<file path="src/hdl/ordered_list_insert_delete_defines.svh">
// Assertion macros shared by the ordered list modules.
`ifndef ORDERED_LIST_INSERT_DELETE_DEFINES_SVH
`define ORDERED_LIST_INSERT_DELETE_DEFINES_SVH

// Same-cycle implication, checked on every rising edge outside reset.
`define OLI_ASSERT_IMP(label, ante, cons, msg) \
    label: assert property (@(posedge clk) disable iff (!rst_n) (ante) |-> (cons)) \
        else $error(msg);

// Next-cycle implication, checked on every rising edge outside reset.
`define OLI_ASSERT_NXT(label, ante, cons, msg) \
    label: assert property (@(posedge clk) disable iff (!rst_n) (ante) |=> (cons)) \
        else $error(msg);

`endif

</file>
<file path="src/hdl/oli_pkg.sv">
// Types, codes and constants of the ordered list block.
`timescale 1ns / 1ps

package oli_pkg;

    localparam int CAPACITY_DEF = 16;

    // operation codes
    localparam logic [2:0] FN_INS_FIRST = 3'd0;
    localparam logic [2:0] FN_INS_LAST  = 3'd1;
    localparam logic [2:0] FN_INS_AT    = 3'd2;
    localparam logic [2:0] FN_DEL_FIRST = 3'd3;
    localparam logic [2:0] FN_DEL_LAST  = 3'd4;
    localparam logic [2:0] FN_DEL_AT    = 3'd5;

    // status codes
    localparam logic [1:0] ST_OK    = 2'd0;
    localparam logic [1:0] ST_INDEX = 2'd1;
    localparam logic [1:0] ST_EMPTY = 2'd2;
    localparam logic [1:0] ST_FULL  = 2'd3;

    typedef enum logic [1:0] {
        OP_NOP,
        OP_INS,
        OP_DEL
    } op_kind_t;

    typedef enum logic [2:0] {
        S_IDLE,
        S_CHECK,
        S_REMOVE,
        S_SHIFT,
        S_FINISH,
        S_EMIT
    } ctrl_state_t;

    typedef struct packed {
        logic        [2:0]  func;
        logic signed [31:0] value;
        logic        [4:0]  index;
    } req_t;

    typedef struct packed {
        logic        [1:0]  status;
        logic               removed_valid;
        logic signed [31:0] removed_value;
        logic signed [31:0] element_value;
        logic        [3:0]  element_position;
        logic               list_empty;
        logic        [4:0]  entry_count;
        logic               last;
    } rsp_t;

    // controller to datapath
    typedef struct packed {
        logic load;
        logic check;
        logic rd_pos;
        logic shift;
        logic finish;
        logic emit;
    } cmd_t;

    // datapath to controller
    typedef struct packed {
        op_kind_t   kind;
        logic [1:0] code;
        logic       shift_more;
        logic       emit_last;
    } sts_t;

endpackage

</file>
<file path="src/hdl/ordered_list_insert_delete.sv">
// Top level of the bounded ordered list: controller plus datapath with entry RAM.
// Sequence: an accepted op is checked; a rejected or unknown op goes to reporting,
//   an insert moves entries (one per cycle through the RAM) and then updates the count,
//   and a delete first reads the removed entry, then moves entries and updates the count.
//   Reporting emits max(count,1) results, one per cycle; result strobes cannot stall.
// Reset: rst_n clears the count and all control state; the RAM is not cleared.
`timescale 1ns / 1ps

module ordered_list_insert_delete #(
    parameter int CAPACITY = oli_pkg::CAPACITY_DEF
) (
    input  logic          clk,
    input  logic          rst_n,
    input  logic          start,
    output logic          busy,
    input  oli_pkg::req_t req,
    output logic          result_valid,
    output oli_pkg::rsp_t result
);

    // command and status between the sequencer and the datapath
    oli_pkg::cmd_t cmd;
    oli_pkg::sts_t sts;

    // Sequencer: load the request on transfer, check it, move entries one per
    // cycle, update the count, then walk the list to report every entry.
    oli_ctrl u_ctrl (
        .clk   (clk),
        .rst_n (rst_n),
        .start (start),
        .busy  (busy),
        .sts   (sts),
        .cmd   (cmd)
    );

    // Datapath: hold the request, the count and the pointers; the entries live
    // in a RAM with registered read, and each result is shown for one cycle.
    oli_dp #(
        .CAPACITY (CAPACITY)
    ) u_dp (
        .clk          (clk),
        .rst_n        (rst_n),
        .req          (req),
        .cmd          (cmd),
        .sts          (sts),
        .result_valid (result_valid),
        .result       (result)
    );

endmodule

</file>
<file path="src/hdl/oli_ram.sv">
// Generic single-write, single-read RAM with registered read data.
`timescale 1ns / 1ps

module oli_ram #(
    parameter int WIDTH = 32,
    parameter int DEPTH = oli_pkg::CAPACITY_DEF
) (
    input  logic                                   clk,
    input  logic                                   wr_en,
    input  logic [((DEPTH > 1) ? $clog2(DEPTH) : 1)-1:0] wr_addr,
    input  logic [WIDTH-1:0]                       wr_data,
    input  logic                                   rd_en,
    input  logic [((DEPTH > 1) ? $clog2(DEPTH) : 1)-1:0] rd_addr,
    output logic [WIDTH-1:0]                       rd_data
);

    logic [WIDTH-1:0] mem [DEPTH];

    always_ff @(posedge clk)
    begin
        if (wr_en)
        begin
            mem[wr_addr] <= wr_data;
        end
        if (rd_en)
        begin
            rd_data <= mem[rd_addr];
        end
    end

endmodule

</file>
<file path="src/hdl/oli_ctrl.sv">
// Sequencing state machine of the ordered list block.
`timescale 1ns / 1ps
`include "ordered_list_insert_delete_defines.svh"

module oli_ctrl (
    input  logic          clk,
    input  logic          rst_n,
    input  logic          start,
    output logic          busy,
    input  oli_pkg::sts_t sts,
    output oli_pkg::cmd_t cmd
);

    oli_pkg::ctrl_state_t state_reg;
    oli_pkg::ctrl_state_t state_next;

    always_ff @(posedge clk or negedge rst_n)
    begin
        if (!rst_n)
        begin
            state_reg <= oli_pkg::S_IDLE;
        end
        else
        begin
            state_reg <= state_next;
        end
    end

    always_comb
    begin
        state_next = state_reg;
        cmd        = '0;
        busy       = 1'b1;
        unique case (state_reg)
            oli_pkg::S_IDLE:
            begin
                busy     = 1'b0;
                cmd.load = start;
                if (start)
                begin
                    state_next = oli_pkg::S_CHECK;
                end
            end
            oli_pkg::S_CHECK:
            begin
                cmd.check = 1'b1;
                if (sts.code != oli_pkg::ST_OK || sts.kind == oli_pkg::OP_NOP)
                begin
                    state_next = oli_pkg::S_EMIT;
                end
                else if (sts.kind == oli_pkg::OP_INS)
                begin
                    state_next = oli_pkg::S_SHIFT;
                end
                else
                begin
                    state_next = oli_pkg::S_REMOVE;
                end
            end
            oli_pkg::S_REMOVE:
            begin
                cmd.rd_pos = 1'b1;
                state_next = oli_pkg::S_SHIFT;
            end
            oli_pkg::S_SHIFT:
            begin
                cmd.shift = 1'b1;
                if (!sts.shift_more)
                begin
                    state_next = oli_pkg::S_FINISH;
                end
            end
            oli_pkg::S_FINISH:
            begin
                cmd.finish = 1'b1;
                state_next = oli_pkg::S_EMIT;
            end
            oli_pkg::S_EMIT:
            begin
                cmd.emit = 1'b1;
                if (sts.emit_last)
                begin
                    state_next = oli_pkg::S_IDLE;
                end
            end
            default:
            begin
                state_next = oli_pkg::S_IDLE;
            end
        endcase
    end

    `OLI_ASSERT_NXT(a_accept_check, start && state_reg == oli_pkg::S_IDLE, state_reg == oli_pkg::S_CHECK, "accepted op did not enter check")
    `OLI_ASSERT_IMP(a_finish_drained, state_reg == oli_pkg::S_FINISH, !sts.shift_more, "finish entered with moves left")
    `OLI_ASSERT_IMP(a_busy_state, busy, state_reg != oli_pkg::S_IDLE, "busy while idle")

endmodule

</file>
<file path="src/hdl/oli_dp.sv">
// Datapath of the ordered list block: request, count, pointers, entry RAM, results.
`timescale 1ns / 1ps
`include "ordered_list_insert_delete_defines.svh"

module oli_dp #(
    parameter int CAPACITY = oli_pkg::CAPACITY_DEF
) (
    input  logic          clk,
    input  logic          rst_n,
    input  oli_pkg::req_t req,
    input  oli_pkg::cmd_t cmd,
    output oli_pkg::sts_t sts,
    output logic          result_valid,
    output oli_pkg::rsp_t result
);

    localparam int AW = (CAPACITY > 1) ? $clog2(CAPACITY) : 1;
    localparam int CW = $clog2(CAPACITY + 1);
    localparam int XW = (CW > 5) ? CW : 5;

    // control registers
    logic [CW-1:0] count_reg, count_next;
    logic          pend_reg, pend_next;
    logic          rm_pend_reg, rm_pend_next;
    logic          out_valid_reg, out_valid_next;

    // payload registers
    logic        [2:0]    func_reg, func_next;
    logic signed [31:0]   value_reg, value_next;
    logic        [4:0]    index_reg, index_next;
    oli_pkg::op_kind_t    kind_reg, kind_next;
    logic        [1:0]    code_reg, code_next;
    logic                 rvalid_reg, rvalid_next;
    logic signed [31:0]   rval_reg, rval_next;
    logic        [CW-1:0] pos_reg, pos_next;
    logic        [CW-1:0] ptr_reg, ptr_next;
    logic        [AW-1:0] wr_addr_reg, wr_addr_next;
    logic        [CW-1:0] em_ptr_reg, em_ptr_next;
    logic        [AW-1:0] em_pos_reg, em_pos_next;
    logic                 em_last_reg, em_last_next;
    logic                 em_empty_reg, em_empty_next;

    // decode of the held request
    oli_pkg::op_kind_t kind_c;
    logic [1:0]        code_c;
    logic              rvalid_c;
    logic [XW-1:0]     pos_x;
    logic [XW-1:0]     count_x;
    logic [XW-1:0]     idx_x;

    logic shift_more;
    logic emit_last;

    // entry RAM ports
    logic          ram_we;
    logic [AW-1:0] ram_waddr;
    logic [31:0]   ram_wdata;
    logic          ram_re;
    logic [AW-1:0] ram_raddr;
    logic [31:0]   ram_rdata;

    assign count_x = XW'(count_reg);
    assign idx_x   = XW'(index_reg);

    always_comb
    begin
        kind_c   = oli_pkg::OP_NOP;
        code_c   = oli_pkg::ST_OK;
        rvalid_c = 1'b0;
        pos_x    = '0;
        unique case (func_reg)
            oli_pkg::FN_INS_FIRST:
            begin
                kind_c = oli_pkg::OP_INS;
            end
            oli_pkg::FN_INS_LAST:
            begin
                kind_c = oli_pkg::OP_INS;
                pos_x  = count_x;
            end
            oli_pkg::FN_INS_AT:
            begin
                kind_c = oli_pkg::OP_INS;
                pos_x  = idx_x;
            end
            oli_pkg::FN_DEL_FIRST:
            begin
                kind_c = oli_pkg::OP_DEL;
            end
            oli_pkg::FN_DEL_LAST:
            begin
                kind_c = oli_pkg::OP_DEL;
                pos_x  = count_x - XW'(1);
            end
            oli_pkg::FN_DEL_AT:
            begin
                kind_c = oli_pkg::OP_DEL;
                pos_x  = idx_x;
            end
            default:
            begin
                kind_c = oli_pkg::OP_NOP;
            end
        endcase

        if (kind_c == oli_pkg::OP_INS)
        begin
            // index check ranks above the full check
            if (pos_x > count_x)
            begin
                code_c = oli_pkg::ST_INDEX;
            end
            else if (count_reg == CW'(CAPACITY))
            begin
                code_c = oli_pkg::ST_FULL;
            end
        end
        else if (kind_c == oli_pkg::OP_DEL)
        begin
            if (func_reg == oli_pkg::FN_DEL_AT)
            begin
                if (idx_x >= count_x)
                begin
                    code_c = oli_pkg::ST_INDEX;
                end
                else
                begin
                    rvalid_c = (index_reg == '0);
                end
            end
            else if (count_reg == '0)
            begin
                code_c = oli_pkg::ST_EMPTY;
            end
            else
            begin
                rvalid_c = 1'b1;
            end
        end
    end

    assign shift_more = (kind_reg == oli_pkg::OP_INS) ? (ptr_reg > pos_reg)
                                                      : (ptr_reg < count_reg);
    assign emit_last  = (count_reg == '0) || (em_ptr_reg == count_reg - CW'(1));

    assign sts.kind       = kind_c;
    assign sts.code       = code_c;
    assign sts.shift_more = shift_more;
    assign sts.emit_last  = emit_last;

    // RAM read port: removed entry, shift source, or entry to report
    always_comb
    begin
        ram_re    = 1'b0;
        ram_raddr = AW'(em_ptr_reg);
        priority if (cmd.rd_pos)
        begin
            ram_re    = 1'b1;
            ram_raddr = AW'(pos_reg);
        end
        else if (cmd.shift && shift_more)
        begin
            ram_re    = 1'b1;
            ram_raddr = (kind_reg == oli_pkg::OP_INS) ? AW'(ptr_reg - CW'(1)) : AW'(ptr_reg);
        end
        else if (cmd.emit && count_reg != '0)
        begin
            ram_re    = 1'b1;
            ram_raddr = AW'(em_ptr_reg);
        end
    end

    // RAM write port: land the entry read last cycle, or place the new value
    always_comb
    begin
        ram_we    = 1'b0;
        ram_waddr = wr_addr_reg;
        ram_wdata = ram_rdata;
        priority if (pend_reg)
        begin
            ram_we = 1'b1;
        end
        else if (cmd.finish && kind_reg == oli_pkg::OP_INS)
        begin
            ram_we    = 1'b1;
            ram_waddr = AW'(pos_reg);
            ram_wdata = value_reg;
        end
    end

    always_comb
    begin
        count_next     = count_reg;
        func_next      = func_reg;
        value_next     = value_reg;
        index_next     = index_reg;
        kind_next      = kind_reg;
        code_next      = code_reg;
        rvalid_next    = rvalid_reg;
        rval_next      = rval_reg;
        pos_next       = pos_reg;
        ptr_next       = ptr_reg;
        wr_addr_next   = wr_addr_reg;
        em_ptr_next    = em_ptr_reg;
        em_pos_next    = em_pos_reg;
        em_last_next   = em_last_reg;
        em_empty_next  = em_empty_reg;
        pend_next      = cmd.shift && shift_more;
        rm_pend_next   = cmd.rd_pos;
        out_valid_next = cmd.emit;

        if (cmd.load)
        begin
            func_next  = req.func;
            value_next = req.value;
            index_next = req.index;
        end

        if (cmd.check)
        begin
            kind_next   = kind_c;
            code_next   = code_c;
            rvalid_next = rvalid_c;
            rval_next   = '0;
            pos_next    = CW'(pos_x);
            em_ptr_next = '0;
            ptr_next    = (kind_c == oli_pkg::OP_INS) ? count_reg : CW'(pos_x) + CW'(1);
        end

        if (rm_pend_reg)
        begin
            rval_next = rvalid_reg ? ram_rdata : '0;
        end

        if (cmd.shift && shift_more)
        begin
            if (kind_reg == oli_pkg::OP_INS)
            begin
                ptr_next     = ptr_reg - CW'(1);
                wr_addr_next = AW'(ptr_reg);
            end
            else
            begin
                ptr_next     = ptr_reg + CW'(1);
                wr_addr_next = AW'(ptr_reg - CW'(1));
            end
        end

        if (cmd.finish)
        begin
            count_next = (kind_reg == oli_pkg::OP_INS) ? count_reg + CW'(1)
                                                       : count_reg - CW'(1);
        end

        if (cmd.emit)
        begin
            em_ptr_next   = em_ptr_reg + CW'(1);
            em_pos_next   = AW'(em_ptr_reg);
            em_last_next  = emit_last;
            em_empty_next = (count_reg == '0);
        end
    end

    always_ff @(posedge clk or negedge rst_n)
    begin
        if (!rst_n)
        begin
            count_reg     <= '0;
            pend_reg      <= 1'b0;
            rm_pend_reg   <= 1'b0;
            out_valid_reg <= 1'b0;
        end
        else
        begin
            count_reg     <= count_next;
            pend_reg      <= pend_next;
            rm_pend_reg   <= rm_pend_next;
            out_valid_reg <= out_valid_next;
        end
    end

    always_ff @(posedge clk)
    begin
        func_reg     <= func_next;
        value_reg    <= value_next;
        index_reg    <= index_next;
        kind_reg     <= kind_next;
        code_reg     <= code_next;
        rvalid_reg   <= rvalid_next;
        rval_reg     <= rval_next;
        pos_reg      <= pos_next;
        ptr_reg      <= ptr_next;
        wr_addr_reg  <= wr_addr_next;
        em_ptr_reg   <= em_ptr_next;
        em_pos_reg   <= em_pos_next;
        em_last_reg  <= em_last_next;
        em_empty_reg <= em_empty_next;
    end

    oli_ram #(
        .WIDTH (32),
        .DEPTH (CAPACITY)
    ) u_store (
        .clk     (clk),
        .wr_en   (ram_we),
        .wr_addr (ram_waddr),
        .wr_data (ram_wdata),
        .rd_en   (ram_re),
        .rd_addr (ram_raddr),
        .rd_data (ram_rdata)
    );

    assign result_valid            = out_valid_reg;
    assign result.status           = code_reg;
    assign result.removed_valid    = rvalid_reg;
    assign result.removed_value    = rval_reg;
    assign result.element_value    = em_empty_reg ? '0 : ram_rdata;
    assign result.element_position = 4'(em_pos_reg);
    assign result.list_empty       = em_empty_reg;
    assign result.entry_count      = 5'(count_reg);
    assign result.last             = em_last_reg;

    `OLI_ASSERT_IMP(a_count_bound, 1'b1, count_reg <= CW'(CAPACITY), "entry count above capacity")
    `OLI_ASSERT_IMP(a_no_write_clash, pend_reg, !(cmd.finish && kind_reg == oli_pkg::OP_INS), "shift write collides with value write")
    `OLI_ASSERT_IMP(a_empty_single, out_valid_reg && em_empty_reg, em_last_reg && count_reg == '0, "empty result not single and last")

endmodule

</file>
<file path="config.mk">
export PLATFORM = sky130hd
export DESIGN_NAME = ordered_list_insert_delete
export DESIGN_NICKNAME = d
export VERILOG_FILES = /design/src/hdl/oli_pkg.sv /design/src/hdl/ordered_list_insert_delete.sv /design/src/hdl/oli_ram.sv /design/src/hdl/oli_ctrl.sv /design/src/hdl/oli_dp.sv
export VERILOG_INCLUDE_DIRS = /design/src /design/src/hdl
export SDC_FILE = /design/constraint.sdc
export NUM_CORES = 1
export LEC_CHECK = 0
export ABC_AREA = 1
export BUFFER_PORTS_ARGS = -buffer_cell sky130_fd_sc_hd__buf_2
export CORE_ASPECT_RATIO = 1.1
export CORE_UTILIZATION = 40
export DETAILED_ROUTE_END_ITERATION = 12
export GPL_TIMING_DRIVEN = 0
export PLACE_DENSITY_LB_ADDON = 0.15
export SLEW_MARGIN = 10
export SYNTH_ARGS = -nofsm -noshare
export SYNTH_HDL_FRONTEND = slang
export SYNTH_SLANG_ARGS = --single-unit
</file>
<file path="constraint.sdc">
create_clock -name clk -period 4.07 [get_ports clk]
set_input_delay 0.6105 -clock clk [delete_from_list [all_inputs] [get_ports clk]]
set_output_delay 0.6105 -clock clk [all_outputs]
set_load 0.005 [all_outputs]
</file>
# [Word level (Yosys, flattened, before mapping)]
# Memories as Yosys holds them, arrays and structs flattened. A register that Yosys moved wholly into a read port is not among the register bits.
# Index checks and enable logic that the tools add are counted.
[totals] register_bits=113 ramBits=512 in_bits=43 out_inout_bits=80 elab_cells=121 n_memories=1
[memory_table] name="u_dp.u_store.mem" depth=16 word_bits=32 rd=1 rd_clocked_by_memory_dff=1 write_ports=1 line="oli_ram.sv:17" rtl="logic [WIDTH-1:0] mem [DEPTH];"
[op_classes] n_addsub=6 n_lt_le_gt_ge=4 eq_ne=18 mux=52 n_bitwise=1 n_reduce_logical=20
[ops] cell="$mux W32" n=6
[ops] cell="$mux W5" n=7
[ops] cell="$mux W4" n=6
[ops] cell="$add A5 B1 Y5 const B" n=4
[ops] cell="$mux W1" n=20
[ops] cell="$pmux W3 S6" n=1
[ops] cell="$pmux W5 S3" n=1
[ops] cell="$eq A3 B2 Y1 const B" n=4
[ops] cell="$eq A3 B3 Y1 const B" n=4
[ops] cell="$mux W2" n=6
[ops] cell="$mux W3" n=4
[ops] cell="$gt A5 B5 Y1" n=2
[ops] cell="$logic_not A5 Y1" n=2
[ops] cell="$sub A5 B1 Y5 const B" n=2
[ops] cell="$reduce_bool A2 Y1" n=4
[ops] cell="$eq A3 B1 Y1 const B" n=2
[ops] cell="$logic_not A3 Y1" n=2
[ops] cell="$reduce_or A3 Y1" n=2
[ops] cell="$eq A5 B5 Y1" n=1
[ops] cell="$eq A5 B5 Y1 const B" n=1
[ops] cell="$ge A5 B5 Y1" n=1
[ops] cell="$lt A5 B5 Y1" n=1
[ops] cell="$reduce_bool A5 Y1" n=1
[ops] cell="$eq A2 B1 Y1 const B" n=2
[ops] cell="other kinds (10)" n=15

# [Longest topological paths before layout]
# Gate-level depths: netlist of the first run.
[depth] ltp_word=10 mapped_depth=19 ltp_nobuf=19

# [Modules after synthesis]
# Synthesis of the first run repeated with hierarchy kept, for this count alone.
[hier_totals] cells_unflattened=2771 area_unflattened_um2=29089.1
[modules_own_cells] module="oli_ram" instances=1 cells_each=2120 area_each_um2=23064.6 seq_area_each_um2=16335.7
[modules_own_cells] module="oli_dp" instances=1 cells_each=606 area_each_um2=5770.5 seq_area_each_um2=3263.1
[modules_own_cells] module="oli_ctrl" instances=1 cells_each=45 area_each_um2=254.0 seq_area_each_um2=75.1

# [Least setup slack after synthesis of the first run]
# No wires, ideal clock.
[synth_path] kind="register -> register" from="reg u_ctrl.state_reg[0]" to="mem u_dp.u_store.mem[11][0] (enable)" setup_time_ps=421 arrival_ps=2994 required_ps=3649 path_slack_ps=655 stages_incl_launch_ff=10 path_buffers=0 synth_period_minus_slack_ps=3415 cell_sequence="dfrtp_1 -> nor2_1 -> nand2_1 -> inv_1 -> nand3_1 -> o21ai_0 -> inv_1 -> nor2_1 -> nand2_1 -> nor2_1"
[synth_via] elab_chain_len=7 elab_cells_between_ends=9 cone_classes="1 x eq/ne; 7 x mux; 1 x reduce/logical"
[synth_lines] element="start, declared" line="oli_ctrl.sv:14" rtl="oli_pkg::ctrl_state_t state_reg;"
[synth_lines] element="start signal, assigned" line="oli_ctrl.sv:21" rtl="state_reg <= oli_pkg::S_IDLE;"
[synth_lines] element="start signal, assigned" line="oli_ctrl.sv:25" rtl="state_reg <= state_next;"
[synth_lines] element="$eq A3 B3 Y1 (*)" line="oli_ctrl.sv:34" rtl="unique case (state_reg)"
[synth_lines] element="$mux W1 (*)" line="oli_ctrl.sv:34"
[synth_lines] element="$logic_and A1 B1 Y1 (*)" line="oli_dp.sv:183" rtl="else if (cmd.finish && kind_reg == oli_pkg::OP_INS)"
[synth_lines] element="$mux W1" line="oli_dp.sv:183"
[synth_lines] element="$mux W1" line="oli_dp.sv:179" rtl="priority if (pend_reg)"
[synth_lines] element="$mux W1" line="oli_ram.sv:21" rtl="if (wr_en)"
[synth_lines] element="$mux W1 (implied by the code)" line="oli_ram.sv:23" rtl="mem[wr_addr] <= wr_data;"
[synth_lines] element="end, declared" line="oli_ram.sv:17"
# Mark *: on every way between the ends. The rest lies on a longest branch, timed or not.

# [Worst setup path in the final report of the first run]
[layout_path] from="reg u_dp.count_reg[2]" to="reg u_dp.u_store.rd_data[9], read port of u_dp.u_store.mem (data pin)"
[layout_via] elab_chain_len=5 elab_cells_between_ends=10 cone_classes="1 x order compare; 6 x mux; 3 x reduce/logical"
[layout_lines] element="start, declared" line="oli_dp.sv:22" rtl="logic [CW-1:0] count_reg, count_next;"
[layout_lines] element="start signal, assigned" line="oli_dp.sv:275" rtl="count_reg <= count_next;"
[layout_lines] element="$lt A5 B5 Y1 / $reduce_bool A5 Y1 (equally long branches)" line="oli_dp.sv:143, oli_dp.sv:166"
[layout_lines] element="$mux W1 / $logic_and A1 B1 Y1 (equally long branches)" line="oli_dp.sv:142, oli_dp.sv:166"
[layout_lines] element="$logic_and A1 B1 Y1 / $mux W1 (equally long branches)" line="oli_dp.sv:161, oli_dp.sv:166"
[layout_lines] element="$mux W4 / $mux W1 (equally long branches)" line="oli_dp.sv:161" rtl="else if (cmd.shift && shift_more)"
[layout_lines] element="$mux W4 / $mux W1 (equally long branches)" line="oli_dp.sv:156" rtl="priority if (cmd.rd_pos)"
[layout_lines] element="end, declared" line="oli_ram.sv:14" rtl="output logic [WIDTH-1:0] rd_data"
# Parallel ways exist; a longest one is shown, timed or not.
# A chain may end at the register's enable or synchronous reset.

==> results of run 1 <==
[synthesized netlist by cell type (all sizes together)]
cell type,n
a2111oi,1
a211oi,1
a21oi,51
a221oi,1
a22o,1
a22oi,2
a31oi,3
buf,106
clkbuf,31
dfrtp,11
edfxtp,646
ha,28
inv,608
nand2,474
nand3,635
nand4,2
nor2,158
nor3,8
nor3b,1
o211ai,3
o21ai,27
o21bai,1
o221ai,2
o22ai,1
or2,4
xnor2,1
xor2,12
[worst max-delay path, cell delays in order, from the launching register on]
cell and delay [ns]:
dfrtp_1 0.51, inv_1 0.25, ha_1 0.36, nand2_1 0.07, nand2_1 0.04, nand2_1 0.05
nand3_1 0.09, a21oi_2 0.27, nand2_2 0.14, nand2_1 0.10, nand3_2 0.24, nand2_4 0.23
buf_4 0.29, buf_4 0.30, nand2_1 0.08, nand3_1 0.08, nand3_1 0.19, nand3_1 0.20
nand2_1 0.10
[repair_timing]
item | in CTS | in global routing
hold endpoints to repair | 11 | 0
buffers inserted | 0 | 0
hold buffers | 1 | 0
resized for setup | 1 | 3
setup endpoints to repair | 25 | 64
[power by group through the flow]
stage	Clock, mW	Combinational [mW]	Sequential [mW]
2_1_floorplan	0	7.44	9.89
3_3_place_gp	0	12.5	10.0
3_5_place_dp	0	12.8	10.0
4_1_cts	6.59	12.9	9.87
5_1_grt	6.84	14.0	9.93
6_report	6.49	12.9	9.85
[kinds of logic (layout without fill, tap and decap cells)]
group,count (synthesis),in the layout,synth area share
adders and majority gates,28,28,0.0120
other,0,3,0
AOI/OAI and AO/OA,94,94,0.0176
xor gates and xnor gates,13,13,0.00389
and+or+nand+nor,1282,1282,0.193
buffers and inverters,745,1020,0.102
DFF,657,657,0.672
[per-layer routing]
layer / up-vias / wire (um)
met5: - / 0
met4: 0 / 2630
met3: 148 / 5490
met2: 772 / 43800
met1: 9830 / 37100
li1: 9689 / -
[metrics by stage]
stage | setup WS (ns) | TNS, ns | std cells | cell area, um^2
3_5_place_dp | -0.0437 | -0.121 | 3905 | 31700
4_1_cts | 0.102 | 0 | 4039 | 34000
6_report | 0.189 | 0 | 4042 | 34100
2_1_floorplan | 0.655 | 0 | 2819 | 29300
5_1_grt | -0.0156 | -0.438 | 4039 | 34100
3_3_place_gp | -1.51 | -693.59 | 3886 | 31100
[worst paths after layout]
path | to | slack, ns | depth (start not counted)
worst max register to register | u_dp.u_store.rd_data[9] | 0.19 | 18
worst max-delay path | u_dp.u_store.rd_data[9] | 0.19 | 18
worst min-delay path | u_dp.idx_x[2] | 0.15 | 1
worst min register to register | u_dp.rval_reg[20] | 0.57 | 2
max in group asynchronous | u_dp.count_reg[0] | 3.42 | 2
min in group asynchronous | u_dp.count_reg[4] | 0.40 | 2
[area by class of cell]
class,instances,area (um^2)
fillers,6744,38100
flip-flops and latches,657,19700
multi-input cells,1417,6870
inverters,608,2280
clock buffers,93,2030
well taps,945,1180
repair buffers,142,1040
plain buffers,137,694
clock inverters,40,299
diodes,3,7.51
==> flow_metrics.py, run 1 <==
metrics = {
    "synth": {
        "post-synth-top-area-cell": "edfxtp_1",
        "synth_area_leaders": "edfxtp_1 66%, nand3_1 11%, inv_1 7.7%",
        "syn_area_per_cell_um2": 10.4,
        "synth_top_area_share": 0.662,
        "ys_ff_latch": 657,
        "ys_seq_area_frac": 0.672,
        "ys_types": 36,
        "synth_cells": 2819,
        "synth_fp_nets": 2890,
        "synth_area_mm2": 0.0293,
        "synth_warnings": 0,
    },
    "worst_setup_path": {
        "startpoint": "u_dp.count_reg[2]",
        "crit_path_max_fanout": 10,
        "worstSetupEndpointType": "register",
        "cp.required_ns": 4.43,
        "r2r-start": "u_dp.count_reg[2]",
        "cp-start-kind": "register",
        "crit_arrival_ns": 4.25,
        "crit_type": "register to register",
    },
    "floorplan": {
        "dieArea_mm2": 0.0743,
        "start_util": 0.406,
        "core_area_mm2": 0.0722,
        "rows": 103,
        "pin_count": 123,
        "die_height_um": 286,
        "dieWidth_um": 260,
    },
    "cells_and_area": {
        "fin_util": 0.472,
        "layout_commonest_cell": "edfxtp_1",
        "layout_common_cells": "646 x edfxtp_1, 632 x nand3_1, 602 x inv_1, 471 x nand2_1, 194 x buf_2",
        "drive_above_1_share": 0.129,
        "nets": 3110,
        "area_growth_syn_to_layout_pct": 16.3,
        "regMostFlops": "u_dp.u_store.mem",
        "largest_reg_flops": 512,
    },
    "placement": {
        "gp_congestion": 0.867,
        "port_buffers": 122,
        "dpl.hpwl_mm": 60.8,
    },
    "timing": {
        "setup_viol": 0,
        "worst_slew_pin_slew_ns": 1.29,
        "max_freq_mhz": 258,
        "hold_violations": 0,
        "min_period_over_period": 0.954,
        "holdWs_ns": 0.152,
        "clock_skew_ns": 0.0256,
        "rsz0062_at_grt": "true",
        "slew_violations": 0,
        "min_period_ns": 3.88,
        "relSlewSlack": 0.142,
    },
    "global_routing": {
        "grt_usage": 0.242,
        "grt_max_degree": 33,
        "grt_use_met1": 0.313,
        "grt_pass1_wl_mm": 130,
        "top_usage_layer": "met2",
        "grt_use_met2": 0.413,
        "first_global_vias": 20325,
        "antenna_found_initial": 0,
        "overflow": 0,
        "use_met3": 0.0342,
    },
    "drt": {
        "ant_nets": 0,
        "wl_per_cell_um": 22.0,
        "drt-total-wl_mm": 89.0,
        "drtPass1Iterations": 6,
        "vias": 20439,
        "viasPerCell": 5.06,
        "drc": 0,
        "first_iter_violations": 1823,
    },
    "clock_network": {
        "cts_tree": "done",
        "cts_htree_levels": 3,
        "cts_buffers": 76,
        "clockBufferDepth": 3,
        "clkTransAtPathRegs_ns": 0.06,
        "cts-root-buf": "clkbuf_16",
        "clk_latency_ns": 0.63,
        "clock-sinks": 657,
    },
    "status": {
        "status": "finished, final reports clean",
    },
    "worst_hold_path": {
        "hp-class": "input port to register",
        "hold_path_startpoint": "req[2]",
    },
    "pwr": {
        "power_frac_seq": 0.337,
        "power_frac_comb": 0.440,
        "switching_power_mw": 12.6,
        "clkPwrFrac": 0.222,
        "p_per_area_mw_per_mm2": 857,
        "irDropWorstVdd_mv": 0.462,
        "switching_share": 0.431,
        "p_total_mw": 29.2,
        "leakage_nw": 14.7,
        "intPower_mw": 16.6,
    },
    "run": {
        "drv_cap": 0,
    },
}
Power figures use the tool's default switching activity.
==> inputs of run 2 (changes only) <==
--- a/config.mk
+++ b/config.mk
@@ -13,6 +13,7 @@
 export DETAILED_ROUTE_END_ITERATION = 12
 export GPL_TIMING_DRIVEN = 0
 export PLACE_DENSITY_LB_ADDON = 0.15
+export REMOVE_ABC_BUFFERS = 1
 export SLEW_MARGIN = 10
 export SYNTH_ARGS = -nofsm -noshare
 export SYNTH_HDL_FRONTEND = slang
==> constraint.sdc (replaced) <==
create_clock -name clk -period 4.07 [get_ports clk]
set_input_delay 0.6105 -clock clk [delete_from_list [all_inputs] [get_ports clk]]
set_output_delay 0.6105 -clock clk [all_outputs]
set_load 0.05 [all_outputs]
==> flow_metrics.py, run 2 (same netlist as run 1, synthesis figures left out) <==
metrics = {
    "drt": {
        "vias": 20472,
        "ant_nets": 0,
        "drtPass1Iterations": 6,
        "viasPerCell": 5.16,
        "wl_per_cell_um": 21.2,
        "first_iter_violations": 1795,
        "drt-total-wl_mm": 84.0,
        "drc": 0,
    },
    "worst_hold_path": {
        "hp-class": "input port to register",
    },
    "clock_network": {
        "clock-sinks": 657,
        "clockBufferDepth": 3,
        "cts-root-buf": "clkbuf_16",
        "clkTransAtPathRegs_ns": 0.06,
        "clk_latency_ns": 0.62,
        "cts_tree": "done",
        "cts_htree_levels": 3,
        "cts_buffers": 72,
    },
    "placement": {
        "port_buffers": 122,
        "dpl.hpwl_mm": 46.4,
        "dp_slack_ns": -0.715,
        "dp_cells": 3802,
        "gp_congestion": 0.779,
    },
    "worst_setup_path": {
        "crit_end": "u_dp.u_store.mem[1][8]",
        "r2r_end": "u_dp.u_store.mem[1][8]",
        "crit_slowest_cell": "nor2_4",
        "cp.required_ns": 4.38,
        "crit_type": "register to register",
        "cp-start-kind": "register",
        "worstSetupEndpointType": "register",
        "crit_arrival_ns": 4.15,
        "cp_slowest_stage_delay_ns": 0.58,
        "crit_chain": "nor2_1 -> nand2_1 -> inv_1 -> nand3_4 -> buf_16 -> o21ai_0 -> nand3_1 -> nor2_4 -> buf_16 -> buf_12",
        "startpoint": "u_ctrl.state_reg[0]",
        "r2r-start": "u_ctrl.state_reg[0]",
        "rr_worst_depth": 10,
        "crit_path_max_fanout": 51,
        "cpMostUsedCell": "buf_16",
        "ff2ff_setup_slack_ns": 0.23,
    },
    "global_routing": {
        "grt_max_degree": 96,
        "grt_usage": 0.226,
        "first_global_vias": 19816,
        "grt_pass1_wl_mm": 124,
        "overflow": 0,
        "antenna_found_initial": 0,
    },
    "floorplan": {
        "pin_count": 123,
        "start_util": 0.406,
        "core_area_mm2": 0.0722,
        "dieArea_mm2": 0.0743,
        "rows": 103,
        "dieWidth_um": 260,
        "die_height_um": 286,
    },
    "timing": {
        "hold_violations": 0,
        "setup_ws_ns": 0.229,
        "min_period_over_period": 0.944,
        "max_freq_mhz": 260,
        "min_period_ns": 3.84,
        "slew_violations": 0,
        "worst_slew_pin_slew_ns": 1.30,
        "clock_skew_ns": 0.0171,
        "relSlewSlack": 0.131,
        "holdWs_ns": 0.170,
        "setup_viol": 0,
        "tns_ns": 0,
    },
    "cells_and_area": {
        "multiInputGateArea_mm2": 0.00701,
        "fin_util": 0.479,
        "nets": 3038,
        "diodes": 0,
        "fill_cells": 6474,
        "regMostFlops": "u_dp.u_store.mem",
        "final_cells": 3969,
        "ff_latch_area_mm2": 0.0197,
        "drive_above_1_share": 0.120,
        "layout_commonest_cell": "edfxtp_1",
        "area_growth_syn_to_layout_pct": 18.0,
        "largest_reg_flops": 512,
        "layout_common_cells": "646 x edfxtp_1, 630 x nand3_1, 599 x inv_1, 466 x nand2_1, 137 x nor2_1",
    },
    "pwr": {
        "intPower_mw": 17.0,
        "irDropWorstVdd_mv": 0.665,
        "power_frac_comb": 0.459,
        "leakage_nw": 14.8,
        "power_frac_seq": 0.329,
        "switching_power_mw": 12.9,
        "clkPwrFrac": 0.211,
        "switching_share": 0.432,
        "p_per_area_mw_per_mm2": 867,
    },
    "run": {
        "drv_cap": 0,
    },
    "status": {
        "status": "finished, final reports clean",
    },
}
run 2: cell count changes in the layout (fill, tap and decap cells not counted), sizes merged:
cell,change
buf,-46
clkbuf,-31
nand2,+5
inv,-4
diode,-3
nand3,+3
clkinvlp,+2
bufinv,+1
run 2: worst min path at each step:
stage,slack [ns],from,cells past startpoint,endpoint
after global routing,0.15,req[38],1,u_dp.func_reg[1]
after CTS,0.14,req[3],1,u_dp.idx_x[3]
after floorplan,0.31,rst_n,0,u_ctrl.state_reg[0]
final,0.17,req[18],1,u_dp.value_reg[13]
after detailed placement,0.51,rst_n,1,u_dp.count_reg[4]
after global placement,0.50,rst_n,1,u_dp.result_valid
run 2: timing repair:
item                       in CTS  in global routing
gates resized for setup         4                 10
cloned                          8                  2
setup buffers                   5                 20
hold buffers                    1                  0
hold endpoints to repair       11                  0
setup endpoints to repair      32                184
pin swaps                       6                 10
run 2: per-layer routing:
metal  global-route usage  wire (um)  share of wire
met1                0.300      35600           0.42
met2                0.375      40700           0.48
met3               0.0282       4980          0.059
met4               0.0890       2650          0.032
met5                    0          0              0
run 2: power by group through the flow:
stage          clock (mW)  combinational [mW]  sequential [mW]
2_1_floorplan           0                7.28             10.6
3_3_place_gp            0                10.0             10.0
3_5_place_dp            0                13.2             10.0
4_1_cts              6.48                13.7             9.87
5_1_grt              6.72                15.0             9.95
6_report             6.34                13.8             9.87
run 2: cell type report:
class                   instances  area share
clock buffers                  92      0.0577
multi-input cells            1425       0.203
well taps                     945      0.0342
clock inverters                39     0.00811
flip-flops and latches        657       0.569
repair buffers                203      0.0617
inverters                     608      0.0664
run 2: per-stage QoR:
step,instance area (um^2),power (mW)
6_report,34600,30.0
3_5_place_dp,31900,23.2
2_1_floorplan,28600,17.9
3_3_place_gp,30400,20.0
5_1_grt,34600,31.6
4_1_cts,34300,30.1
run 2: worst max-delay path, delay by kind of cell (launching register included):
family          cells  cell delay (ns)
flops               1             0.43
buf+inv             4             1.01
compound gates      1             0.32
simple gates        5             1.75
